--- config.mk ---
export PLATFORM = sky130hd
export DESIGN_NAME = smpa_ram
export DESIGN_NICKNAME = d
export VERILOG_FILES = /design/src/hdl/smpa_ram.sv
export SDC_FILE = /design/constraint.sdc
export NUM_CORES = 2
export LEC_CHECK = 0
export ABC_AREA = 0
export BUFFER_PORTS_ARGS = -buffer_cell sky130_fd_sc_hd__clkbuf_2
export CAP_MARGIN = 20
export CORE_MARGIN = 2
export CORE_UTILIZATION = 37
export DETAILED_ROUTE_END_ITERATION = 8
export PLACE_DENSITY = 0.55
export REMOVE_ABC_BUFFERS = 1
export SLEW_MARGIN = 20
export SYNTH_ARGS = -nofsm -noshare
export SYNTH_HDL_FRONTEND = slang
export SYNTH_SLANG_ARGS = --single-unit
--- constraint.sdc ---
create_clock -name clock -period 2.8 [get_ports clock]
set_input_delay 0.56 -clock clock [delete_from_list [all_inputs] [get_ports clock]]
set_output_delay 0.56 -clock clock [all_outputs]
set_load 0.02 [all_outputs]
--- src/hdl/smpa_ram.sv ---
`timescale 1ns / 1ps
// Generic single-write, single-read RAM with registered read data.
// No dependencies.
module smpa_ram #(
   parameter int WIDTH = 8,
   parameter int DEPTH = 256,
   localparam int AW = (DEPTH > 1) ? $clog2(DEPTH) : 1
) (
   input  logic             clock,
   input  logic             wr_en,
   input  logic [AW-1:0]    wr_addr,
   input  logic [WIDTH-1:0] wr_data,
   input  logic [AW-1:0]    rd_addr,
   output logic [WIDTH-1:0] rd_data
);

   logic [WIDTH-1:0] mem_ff [DEPTH];
   logic [WIDTH-1:0] rd_data_ff;

   always_ff @(posedge clock) begin
      if (wr_en) begin
         mem_ff[wr_addr] <= wr_data;
      end
      rd_data_ff <= mem_ff[rd_addr];
   end

   assign rd_data = rd_data_ff;

endmodule

==> results.md <==
- Worst skew pair latency: 0.86 ns
- WHS Endpoint: mem_ff[182][5]$_DFFE_PP_
- Crit Path Class: register to register
- Total Routing Usage GR: a little under a fifth
- Top FF cell, synth: edfxtp_1
- Final Max Tran Viols: 0
- WP data arrival: between 3 and 4 ns
- WHS Path Cells: 1
- Yosys warns: 0
- Max Clock Skew: 0.04015 ns
- Async S/R FF share, synth: 0%
- Largest net degree at the start of global routing: around 120
- Final setup margin: ~0.11 ns
- Synth unique cells: 55
- Reg2reg end: rd_data[0]$_DFF_P_
- DRC Markers: 0
- Period utilization: about 96%
- Total CTS buffers: between 200 and 250
- Cells after synthesis: 3733
- Status: complete, no violations
- DP Worst Slack: -0.9141 ns
- MaxCap Viol Count: 0
- EDFF count, synth: ~2000
- Core area: 0.2142 mm²
- Timing startpoint of the critical path: mem_ff[135][0]$_DFFE_PP_
- Crit end category: register
- Sequential area share after synthesis: 77.50%
- CTS Hold Buffers Added: 0
- FF-to-FF setup slack: between 0.1 and 0.15 ns
- Die area: approximately 0.22 mm²
- DR pass1 iterations: 5
- Initial Util: roughly 37%
- Fraction of layout cells with a size suffix above 1: roughly a third
- Avg Cell Area, Syn: 21.31 µm²
- Sink Count: just over 2000
- Crit-path max FO: 1
- Tot Pwr: around 0.064 W
- Grt ovf: 0
- CTS root buf: clkbuf_16
- Peak VDD IR: 0.6404 mV
- Post-CTS setup buffers: 0
- Worst reg2reg path startpoint: mem_ff[135][0]$_DFFE_PP_
- Gp weighted congestion: 0.8142
- Via Count: slightly above 40000
- Clk slew on worst S/H paths: 0.06 ns
- Hpwl dp: approximately 140000 µm
- RSZ-0062 raised after global routing: no
- Initial antenna violation count: 10
- Req. time, crit path: approximately 3.5 ns
- Worst slew pin tran: ~0.77 ns
- Area growth syn-to-layout: 18.66%
- Fmax: between 300 and 400 MHz
- CTS tree: done
- Row cnt: 170
- Via-to-Cell Ratio: 5.449
- Final setup fails: 0
- Slew Limit Headroom: about half
- Synthesized area: about 0.08 mm²
- 1st-iter DRT viols: 3926
- Hold Path Origin: wr_data[5]
- Vias in the first global route: around 41000
- Layout Nets: ~4400
- First-pass GRT wire length: between 300000 and 400000 µm
- Final hold violations: 0
- Max clock buf depth: 3
- Die X: around 470 µm
- Antenna Violating Nets Remaining: 0
- PD cells: roughly 680 mW/mm²
- CP startpoint kind: register
- Chip height: around 470 µm
- Ports: 34
- DRT Wirelength: ~210000 µm
- LEAKAGE: roughly 30 nW
- # port buffers: 33
- Wire per inst: roughly 28 µm
- #FFs+latches synth: between 2000 and 2500
- Worst min path class: input pin to register
- R2r worst-path depth: 8
- Min cycle time layout: ~2.7 ns
- H-tree levels: 4
==> cell families after synthesis <==
family / after synthesis / share of synthesized area, %
mux: 591 / 14.62
buf+inv: 235 / 1.831
flops: 2056 / 77.50
compound gates: 385 / 3.419
simple gates: 466 / 2.628
==> synth_stat cells (2+ instances only) <==
| cell | count | area (µm²) |
|---|---|---|
| dfxtp_1 | 8 | 160.2 |
| buf_4 | 27 | 202.7 |
| nor2b_1 | 31 | 193.9 |
| o22a_1 | 5 | 43.79 |
| mux4_2 | 454 | 10220 |
| and2_1 | 6 | 37.54 |
| buf_8 | 13 | 195.2 |
| or2_2 | 4 | 25.02 |
| a221oi_1 | 13 | 113.9 |
| nor4_2 | 3 | 37.54 |
| buf_6 | 21 | 236.5 |
| nand3_1 | 34 | 170.2 |
| a22oi_1 | 133 | 998.5 |
| and3b_1 | 2 | 17.52 |
| a2111oi_1 | 2 | 20.02 |
| o32ai_1 | 4 | 35.03 |
| edfxtp_1 | 2048 | 61500 |
| a22o_1 | 8 | 70.07 |
| a21oi_1 | 96 | 480.5 |
| buf_12 | 8 | 160.2 |
| nor3_1 | 22 | 110.1 |
| nor2_1 | 282 | 1059 |
| buf_2 | 31 | 155.2 |
| a31oi_1 | 2 | 12.51 |
| o21ai_1 | 2 | 10.01 |
| nor4_1 | 24 | 150.1 |
| buf_1 | 22 | 82.58 |
| o221ai_1 | 46 | 402.9 |
| o211ai_1 | 10 | 75.07 |
| nand4_1 | 10 | 62.56 |
| a311oi_1 | 2 | 17.52 |
| nand2b_1 | 8 | 50.05 |
| nand2_1 | 33 | 123.9 |
| a2111oi_0 | 2 | 17.52 |
| o21ai_0 | 10 | 50.05 |
| mux4_1 | 2 | 52.55 |
| mux2i_1 | 134 | 1341 |
| a211oi_1 | 16 | 120.1 |
| clkbuf_1 | 111 | 416.7 |
| o22ai_1 | 28 | 175.2 |
| nand3b_1 | 2 | 15.01 |
==> layout make-up <==
class	count	area (µm²)
Timing Repair Buffer	692	6156
Antenna cell	4	10.01
Fill cell	18140	119800
Inverter	2	7.507
Tap cell	2838	3551
Clock inverter	115	1016
Multi-Input combinational cell	1442	16520
Clock buffer	263	5475
Sequential cell	2056	61660
==> per-stage QoR <==
stage / instance area, µm² / TNS [ns] / hold WS, ns / instances / utilization [%]
3_5_place_dp: 87880 / -5.104 / 1.002 / 7030 / 41.03
4_1_cts: 94380 / 0 / 0.08659 / 7408 / 44.06
3_3_place_gp: 87880 / -4.982 / 1.001 / 7030 / 41.03
6_report: 94400 / 0 / 0.1320 / 7412 / 44.07
2_1_floorplan: 78110 / -1.016 / 0.6589 / 3500 / -
5_1_grt: 94390 / 0 / 0.1094 / 7410 / 44.07
==> layout by cell type, fill, tap and decap left out, drive strengths merged, types with 4 or more instances in the layout <==
cell,count
a2111oi,5
nor2,282
o32ai,5
a21oi,96
mux2i,134
a22oi,133
o221ai,47
diode,4
nand2b,8
and2,6
a221oi,14
clkinvlp,5
nor4,27
nor2b,31
nand2,33
o211ai,10
clkinv,94
nand4,10
dfxtp,8
mux4,456
or2,4
inv,6
nor3,22
bufinv,12
edfxtp,2048
a22o,8
o22ai,28
nand3,34
o21ai,12
buf,671
clkbuf,284
o22a,5
a211oi,16
==> power breakdown <==
part | internal [W] | leakage [nW] | switching, W
clock | 0.0149 | 3.14 | 0.0116
sequential | 0.0339 | 18.5 | 0.0000837
combinational | 0.00141 | 8.65 | 0.00214
==> worst max-delay path: stages (launching register included) <==
cell	delay, ns
edfxtp_1	0.36
mux4_2	0.55
mux4_2	0.48
nor2_1	0.09
a2111oi_0	0.07
buf_4	0.16
nor3_1	0.55
buf_4	0.27
nor4_2	0.06
==> how the worst max path moves through the flow <==
stage | end | slack [ns] | depth (start not counted)
floorplan | rd_data[6]$_DFF_P_ | -0.17 | 6
global placement | rd_data[6]$_DFF_P_ | -0.89 | 10
detailed placement | rd_data[6]$_DFF_P_ | -0.91 | 9
CTS | rd_data[6]$_DFF_P_ | 0.01 | 9
global route | rd_data[0]$_DFF_P_ | 0.13 | 8
finish | rd_data[0]$_DFF_P_ | 0.11 | 8
==> registers in the layout (all words and copies together), names as in the netlist <==
name / cells
mem_ff: 2048
rd_data: 8
==> layer usage <==
layer  up-vias  track usage (%)  part of all wire (%)
met5         -                0                0.0057
met4         2            5.601                   2.6
met3       278            2.880                   5.6
met2      1296            31.29                    49
met1     21750            26.71                    43
li1      17070                -                     -
==> timing repair <==
item | in CTS | in global routing
hold endpoints to repair | 0 | 0
resized for setup | 1 | 2
setup endpoints to repair | 1 | 2
Note: power is estimated with default switching activity, not from simulation.
