<file path="config.mk">
export PLATFORM = sky130hd
export DESIGN_NAME = smpa_mac
export DESIGN_NICKNAME = d
export VERILOG_FILES = /design/src/hdl/smpa_pkg.sv /design/src/hdl/smpa_mac.sv
export SDC_FILE = /design/constraint.sdc
export NUM_CORES = 1
export LEC_CHECK = 0
export ABC_AREA = 1
export BUFFER_PORTS_ARGS = -buffer_cell sky130_fd_sc_hd__buf_2
export CAP_MARGIN = 25
export CORE_ASPECT_RATIO = 0.6
export CORE_UTILIZATION = 55
export DETAILED_ROUTE_END_ITERATION = 8
export GPL_TIMING_DRIVEN = 1
export PLACE_DENSITY = 0.86
export SYNTH_ARGS = -nofsm -noshare
export SYNTH_HDL_FRONTEND = slang
export SYNTH_SLANG_ARGS = --single-unit
</file>
<file path="constraint.sdc">
create_clock -name clock -period 7.4 [get_ports clock]
set_input_delay 1.48 -clock clock [delete_from_list [all_inputs] [get_ports clock]]
set_output_delay 1.48 -clock clock [all_outputs]
set_load 0.02 [all_outputs]
</file>
<file path="src/hdl/smpa_pkg.sv">
`timescale 1ns / 1ps
// Shared types and constants of the sparse max-times aggregate block.
// No dependencies; imported by sparse_max_product_aggregate and smpa_mac.
package smpa_pkg;

   localparam int DATA_W   = 16;   // Q8.8 feature word and edge weight
   localparam int MAX_W    = 32;   // Q16.16 product and running maximum
   localparam int COL_W    = 8;    // argmax column
   localparam int ENTRY_W  = MAX_W + COL_W;
   localparam int ACT_W    = 5;

   localparam logic [ACT_W-1:0] ACT_RESET = 5'd16;
   localparam logic [MAX_W-1:0] EMPTY_MAX = 32'h8000_0000;

   typedef enum logic [1:0] {
      CMD_LOAD    = 2'd0,
      CMD_PROCESS = 2'd1,
      CMD_READ    = 2'd2,
      CMD_CLEAR   = 2'd3
   } cmd_type;

   typedef enum logic [2:0] {
      ST_IDLE,
      ST_SETUP,
      ST_LOAD,
      ST_RUN,
      ST_DRAIN,
      ST_FINISH,
      ST_RDWAIT,
      ST_RESP
   } state_type;

   // one feature update handed to the multiply/compare unit
   typedef struct packed {
      logic vld;   // slot carries an update
      logic hit;   // row entry already holds a maximum
   } issue_type;

endpackage

</file>
<file path="src/hdl/smpa_mac.sv">
`timescale 1ns / 1ps
// Shared multiply/compare unit: one feature product per cycle, compared
// against the stored row maximum. Depends on smpa_pkg.
module smpa_mac #(
   parameter int AW = 12
) (
   input  logic                       clock,
   input  logic                       reset,
   input  smpa_pkg::issue_type        iss,
   input  logic [AW-1:0]              iss_addr,
   input  logic signed [15:0]         feat_word,
   input  logic signed [15:0]         weight,
   input  logic [31:0]                old_entry_max,
   input  logic [7:0]                 column,
   output logic                       busy,
   output logic                       wr_en,
   output logic [AW-1:0]              wr_addr,
   output logic [smpa_pkg::ENTRY_W-1:0] wr_data
);
   import smpa_pkg::*;

   // stage 1: RAM reads in flight
   issue_type s1_ff, s1_in;
   logic [AW-1:0] a1_ff;
   // stage 2: product and old maximum registered
   issue_type s2_ff, s2_in;
   logic [AW-1:0] a2_ff;
   logic signed [MAX_W-1:0] prod_ff, prod_in;
   logic signed [MAX_W-1:0] old_ff;

   assign s1_in   = iss;
   assign s2_in   = s1_ff;
   assign prod_in = MAX_W'(feat_word) * MAX_W'(weight);

   always_ff @(posedge clock) begin
      if (reset) begin
         s1_ff <= '0;
         s2_ff <= '0;
      end else begin
         s1_ff <= s1_in;
         s2_ff <= s2_in;
      end
   end

   always_ff @(posedge clock) begin
      a1_ff   <= iss_addr;
      a2_ff   <= a1_ff;
      prod_ff <= prod_in;
      old_ff  <= $signed(old_entry_max);
   end

   // first product of an empty entry always lands; ties keep the older column
   assign wr_en   = s2_ff.vld && (!s2_ff.hit || (prod_ff > old_ff));
   assign wr_addr = a2_ff;
   assign wr_data = {prod_ff, column};
   assign busy    = s1_ff.vld || s2_ff.vld;

endmodule

</file>
==> results_dict.tcl, run 1 <==
set metrics [dict create \
    setup-tns-final_ps 0 \
    yosys_warnings 0 \
    grt_pass1_vias 11032 \
    final-setup-viol-count 0 \
    hold_viol_final 0 \
    cpMostUsedCell "fa_1" \
    worstMarginPinSlew_ps 561 \
    clk_pin_slew_ps 70 \
    core_area_um2 23200 \
    routedWlPerCell_um 15.6 \
    rsz0062_at_grt "false" \
    startpoint "weight[1]" \
    layout-drive-gt1-share_pct 9.79 \
    drc 0 \
    final_cell_mix "inv_1 (483), nand2_1 (343), fa_1 (262)" \
    root_buffer "clkbuf_16" \
    r2r-start "s1_ff[1]" \
    grt_pass1_wl_um 52200 \
    setup.worst_path.end_class "flop" \
    syn_nets 2040 \
    pin_count 142 \
    arrival_ps 7310 \
    post-route-min-period_ps 7050 \
    grt_overflow 0 \
    insertion_delay_ps 330 \
    outcome "completed" \
    syn_inst 1576 \
    grt_max_degree 17 \
    postCtsSetupBuffers 0 \
    n_antenna_cell 0 \
    syn_avg_cell_area_um2 8.33 \
    vias 10026 \
    drt_iter0_markers 891 \
    critPathSlowestCell "fa_1" \
    ys_types 34 \
    cts_resized 0 \
    maxSlewViolCount 0 \
    criticalPathCategory "input port to flop" \
    cp-start-kind "input port" \
    hpwl_um 26100 \
    die_area_um2 24500 \
    finalCritPeriodShare_pct 95.3 \
    initial_core_util_pct 56.5 \
    synth_area_um2 13100 \
    cts.sinks 92 \
    die_w_um 202 \
    antenna_left 0 \
    viasPerCell 5.09 \
    skew_ps 4.79 \
    num_rows 43 \
    holdBufCountCts 0 \
    ys_seq_area_share_pct 14.0 \
    num-fill-cells 1986 \
    grt_usage_pct 27.0 \
    min_path_type "flop to flop" \
    ys_seq_elements 92 \
    die_h_um 122 \
    max_freq_mhz 142 \
    clock_path_buffers 2 \
    routed_wl_um 30700 \
    area_growth_pct 7.98 \
    min-delay-start "a1_ff[2]" \
    first_pass_iters 6 \
    io_buffers 125 \
    cts_tree "yes" \
    antenna_found_initial 0 \
    required_ps 7670 \
    num-nets-final 2114 \
    gp_congestion 0.988 \
    path_cells "buf_2, nand2_1, inv_1, fa_1, fa_1, fa_1, fa_1, fa_1, inv_1, fa_1, inv_1, ha_1, nand2_1, o21ai_0, a21oi_1, o21ai_0, a21oi_1, nand2_1, xor2_1" \
    crit_path_max_fanout 16 \
    maxSlewHeadroom_pct 62.2 \
    cts.htree.levels 3 \
    crit_family "adder cells" \
    final_common_cell "inv_1" \
    critPathMaxStageDelay_ps 870 \
    cp.buffers_inverters 4 \
    cts_buffers 9 \
    cap_violations 0 \
]
-- kinds of logic after synthesis --
logic type | Yosys count | synth area share (%)
and+or+nand+nor | 438 | 13.2
buffers and inverters | 550 | 15.9
xor gates and xnor gates | 35 | 2.33
DFF | 92 | 14.0
adders and majority gates | 376 | 50.8
AOI/OAI and AO/OA | 85 | 3.73
-- synth_stat cells (all sizes together) --
| library cell | count | area share, % |
|---|---|---|
| nor3 | 7 | 0.34 |
| a21boi | 1 | 0.057 |
| fa | 262 | 40 |
| a31o | 1 | 0.067 |
| nand2b | 1 | 0.048 |
| clkbuf | 57 | 1.6 |
| ha | 114 | 11 |
| o21bai | 5 | 0.31 |
| inv | 484 | 14 |
| o31ai | 1 | 0.095 |
| nand4 | 9 | 0.43 |
| a21o | 4 | 0.23 |
| a21oi | 49 | 2.0 |
| nand2 | 345 | 9.9 |
| a211oi | 1 | 0.057 |
| nor2 | 54 | 1.5 |
| o21a | 1 | 0.057 |
| a31oi | 1 | 0.048 |
| buf | 9 | 0.49 |
| o21ai | 21 | 0.83 |
| dfxtp | 92 | 14 |
| xnor2 | 13 | 0.87 |
| nand3 | 18 | 0.72 |
| or2 | 4 | 0.19 |
| xor2 | 22 | 1.5 |
-- final cells by class --
type / instances / area (um^2) / share of cell area, %
Multi-Input combinational cell: 934 / 9200 / 64.9
Tap cell: 315 / 394 / 2.78
Timing Repair Buffer: 129 / 656 / 4.62
Clock inverter: 6 / 47.5 / 0.335
Sequential cell: 92 / 1840 / 13.0
Clock buffer: 10 / 229 / 1.61
Inverter: 484 / 1820 / 12.8
-- metal layers --
layer / share of wire (%) / global-route usage (%) / vias to the layer above
met2: 46 / 44.3 / 469
met3: 10 / 7.49 / 49
met5: 0 / 0 / -
met1: 42 / 35.9 / 4905
met4: 1.8 / 6.53 / 0
li1: - / - / 4603
-- per-stage QoR --
stage / setup slack, ps / utilization [%] / instances / hold slack [ps] / cell area, um^2
after floorplan: 854 / - / 1576 / 310 / 13100
after global placement: 305 / 59.8 / 1954 / 310 / 13900
after detailed placement: 172 / 59.8 / 1954 / 312 / 13900
after CTS: 500 / 61.0 / 1970 / 327 / 14200
after global routing: 91.5 / 61.0 / 1970 / 333 / 14200
final: 351 / 61.0 / 1970 / 327 / 14200
-- final timing paths --
path                       to  slack (ps)  cells past startpoint
hold reg to reg    wr_addr[2]         330                      0
setup / recovery  prod_ff[28]         350                     19
setup reg to reg     s2_ff[1]        6910                      2
hold / removal     wr_addr[2]         330                      0
-- state kept, by name (all words and copies together) (netlist names) --
signal / count
old_ff: 32
prod_ff: 32
a1_ff: 12
wr_addr: 12
s1_ff: 2
s2_ff: 2
Power of run 1 is not shown: default switching activity piles up to over one toggle a cycle in this logic, so the estimate is an artifact.
==> inputs of run 2 (changes only) <==
- PLACE_DENSITY: 0.86 -> 0.71
==> results_dict.tcl, run 2 (synthesis gave the netlist of run 1 again) <==
set metrics [dict create \
    core_area_um2 23200 \
    worstMarginPinSlew_ps 565 \
    min_to "wr_addr[10]" \
    gp_congestion 0.900 \
    cp-start-kind "input port" \
    final_cell_mix "inv_1 (483), nand2_1 (343), fa_1 (262)" \
    cts_resized 0 \
    finalCritPeriodShare_pct 92.2 \
    r2r-start "s1_ff[1]" \
    min-delay-start "a1_ff[10]" \
    vias 9637 \
    hold_viol_final 0 \
    routed_wl_um 29800 \
    grt_overflow 0 \
    insertion_delay_ps 340 \
    whs_path_depth 0 \
    clock_path_buffers 2 \
    final_common_cell "inv_1" \
    pre_cts_ws_ps 289 \
    required_ps 7680 \
    die_h_um 122 \
    post-route-min-period_ps 6830 \
    n_antenna_cell 0 \
    antenna_found_initial 0 \
    drt_iter0_markers 605 \
    setup.worst_path.end_class "flop" \
    routedWlPerCell_um 15.2 \
    max_freq_mhz 146 \
    cap_violations 0 \
    maxSlewViolCount 0 \
    arrival_ps 7100 \
    grt_pass1_vias 10480 \
    first_pass_iters 6 \
    crit_path_max_fanout 16 \
    outcome "completed" \
    cts_tree "yes" \
    drc 0 \
    placed_area_um2 13900 \
    reg2reg_to "s2_ff[1]" \
    hpwl_um 25700 \
    area_growth_pct 7.95 \
    criticalPathCategory "input port to flop" \
    stdcell_area_um2 14200 \
    r2r_cells 2 \
    cts.sinks 92 \
    final-setup-viol-count 0 \
    rrSetupSlack_ps 6910 \
    antenna_left 0 \
    die_w_um 202 \
    cts_buffers 9 \
    whs_ps 326 \
    num_rows 43 \
    grt_max_degree 17 \
    fin_ws_ps 574 \
    io_buffers 125 \
    viasPerCell 4.90 \
    num-nets-final 2112 \
    holdBufCountCts 0 \
    postCtsSetupBuffers 0 \
    grt_pass1_wl_um 51300 \
    skew_ps 3.42 \
    rsz0062_at_grt "false" \
    clk_pin_slew_ps 60 \
    maxSlewHeadroom_pct 62.4 \
    root_buffer "clkbuf_16" \
    pin_count 142 \
    cts.htree.levels 3 \
    setup-tns-final_ps 0 \
    largest_registers "old_ff (32), prod_ff (32)" \
    layout-drive-gt1-share_pct 9.74 \
    grt_usage_pct 26.9 \
    min_path_type "flop to flop" \
    die_area_um2 24500 \
    initial_core_util_pct 56.5 \
]
[run 2: layout make-up]
type / count / area [um^2]
Clock buffer: 11 / 253
Clock inverter: 5 / 35.0
Fill cell: 2115 / 9060
Inverter: 484 / 1820
Multi-Input combinational cell: 934 / 9200
Sequential cell: 92 / 1840
Tap cell: 315 / 394
Timing Repair Buffer: 127 / 641
[run 2: critical path, stage by stage]
cell and delay (ps):
buf_2 330, nand2_1 160, inv_1 160, fa_1 560
fa_1 850, inv_1 160, fa_1 500, inv_1 50
fa_1 560, fa_1 430, fa_1 440, ha_1 380
nand2_1 160, nor2_1 220, nand2_1 80, inv_1 120
nand4_1 170, nand2_1 130, xor2_1 140
[run 2: how the worst max path moves through the flow]
stage	from	endpoint	slack [ps]	depth (start not counted)
2_1_floorplan	weight[5]	prod_ff[28]	850	20
3_3_place_gp	weight[1]	prod_ff[26]	250	17
3_5_place_dp	weight[1]	prod_ff[26]	290	17
4_1_cts	weight[1]	prod_ff[26]	620	17
5_1_grt	weight[1]	prod_ff[29]	260	19
6_report	weight[1]	prod_ff[30]	570	19
[run 2: through the flow]
stage	util [%]	cells
global route	61.0	1968
CTS	61.0	1968
detailed placement	59.8	1952
floorplan	-	1576
finish	61.0	1968
global placement	59.8	1952
[run 2: metal layers]
metal / part of all wire, % / global-route usage, % / vias to the layer above / wire length, um
met3: 6.4 / 5.11 / 29 / 1920
met5: 0 / 0 / - / 0
met1: 47 / 38.4 / 4747 / 14100
met2: 45 / 43.7 / 265 / 13500
met4: 1.1 / 4.26 / 0 / 314
li1: - / - / 4596 / -
Power of run 2 is left out for the same reason.
==> inputs of run 3 (changes only) <==
==> constraint.sdc (replaced) <==
create_clock -name clock -period 7.4 [get_ports clock]
set_input_delay 0.37 -clock clock [delete_from_list [all_inputs] [get_ports clock]]
set_output_delay 0.37 -clock clock [all_outputs]
set_load 0.02 [all_outputs]
==> results_dict.tcl, run 3 (synthesis gave the netlist of run 1 again) <==
set metrics [dict create \
    cp-start-kind "input port" \
    antenna_left 0 \
    max_freq_mhz 173 \
    outcome "completed" \
    num_rows 43 \
    cts.htree.levels 3 \
    maxSlewHeadroom_pct 58.5 \
    fin_ws_ps 1630 \
    dr_wl_met2_um 13000 \
    cap_violations 0 \
    final_cell_mix "inv_1 (483), nand2_1 (343), fa_1 (262)" \
    vias 9748 \
    grt_pass1_vias 10421 \
    core_area_um2 23200 \
    required_ps 7630 \
    rsz0062_at_grt "false" \
    num-fill-cells 2052 \
    clk_pin_slew_ps 60 \
    critPathMaxStageDelay_ps 850 \
    routedWlPerCell_um 14.9 \
    viasPerCell 4.96 \
    drc 0 \
    worstMarginPinSlew_ps 621 \
    grt_usage_pct 26.3 \
    grt_overflow 0 \
    cts.sinks 92 \
    hold_viol_final 0 \
    instances_no_fill 1965 \
    setup.worst_path.end_class "flop" \
    holdBufCountCts 0 \
    final-setup-viol-count 0 \
    die_w_um 202 \
    antenna_found_initial 0 \
    insertion_delay_ps 340 \
    finalCritPeriodShare_pct 78.0 \
    hpwl_um 25100 \
    drt_iter0_markers 521 \
    arrival_ps 6000 \
    gp_congestion 0.888 \
    initial_core_util_pct 56.5 \
    grt_pass1_wl_um 50500 \
    post-route-min-period_ps 5770 \
    pin_count 142 \
    num-nets-final 2110 \
    die_h_um 122 \
    placed_cells_incl_taps 1950 \
    final_common_cell "inv_1" \
    crit_path_max_fanout 16 \
    maxSlewViolCount 0 \
    die_area_um2 24500 \
    wl_met1_um 13700 \
    io_buffers 125 \
    cts_resized 0 \
    n_antenna_cell 0 \
    postCtsSetupBuffers 0 \
    criticalPathCategory "input port to flop" \
    area_growth_pct 7.92 \
    min_path_type "input port to flop" \
    routed_wl_um 29200 \
    cts_buffers 9 \
    topRoutingLayerUsed "met4" \
    grt_max_degree 18 \
    setup-tns-final_ps 0 \
    root_buffer "clkbuf_16" \
    wl_met3_um 2100 \
    cts_tree "yes" \
    clock_path_buffers 2 \
    critPathSlowestCell "fa_1" \
    layout-drive-gt1-share_pct 9.58 \
    largest_registers "old_ff (32), prod_ff (32)" \
    crit_family "adder cells" \
    pre_cts_ws_ps 1360 \
    cpMostUsedCell "fa_1" \
    path_cells "buf_2, nand2_1, inv_1, fa_1, fa_1, fa_1, fa_1, fa_1, inv_1, fa_1, inv_1, ha_1, a21oi_1, o21ai_0, a21oi_1, o21ai_0, a21oi_1, nand2_1, xor2_1" \
    cp.buffers_inverters 4 \
    first_pass_iters 8 \
    skew_ps 3.92 \
]
## run 3: cell count changes in the layout (fill, tap and decap cells not counted)
cell and delta:
clkinv_4 +1, clkbuf_8 -2, bufinv_16 +1, clkinv_2 -2, inv_6 +1, buf_4 -2
## run 3: area by class of cell
class / count / area (um^2) / area share [%]
repair buffers: 125 / 626 / 4.41
multi-input cells: 934 / 9200 / 64.9
inverters: 484 / 1820 / 12.8
clock inverters: 6 / 72.6 / 0.512
clock buffers: 9 / 225 / 1.59
well taps: 315 / 394 / 2.78
flip-flops and latches: 92 / 1840 / 13.0
## run 3: per-layer routing
layer	vias to the layer above	GRT usage, %
met5	-	0
met4	0	4.92
met3	30	5.35
met2	291	41.6
met1	4833	37.9
li1	4594	-
## run 3: final timing paths
| check | to | cells past startpoint | start | slack [ps] |
|---|---|---|---|---|
| setup / recovery | prod_ff[28] | 19 | weight[1] | 1630 |
| hold / removal | a1_ff[3] | 1 | iss_addr[3] | 120 |
| setup reg to reg | s2_ff[0] | 2 | s1_ff[0] | 6910 |
| hold reg to reg | wr_addr[8] | 0 | a1_ff[8] | 330 |
## run 3: stage by stage
| step | util (%) | instance area [um^2] | hold WS (ps) |
|---|---|---|---|
| 2_1_floorplan | - | 13100 | 310 |
| 3_3_place_gp | 59.7 | 13900 | 310 |
| 3_5_place_dp | 59.7 | 13900 | 312 |
| 4_1_cts | 61.0 | 14200 | 106 |
| 5_1_grt | 61.0 | 14200 | 103 |
| 6_report | 61.0 | 14200 | 122 |
## run 3: worst reg2reg max path, delay by kind of cell (launching register included)
family | cells | cell delay [ps]
flip-flops | 1 | 320
AND/OR/NAND/NOR | 1 | 80
buffers and inverters | 1 | 40
Power of run 3 is left out for the same reason.
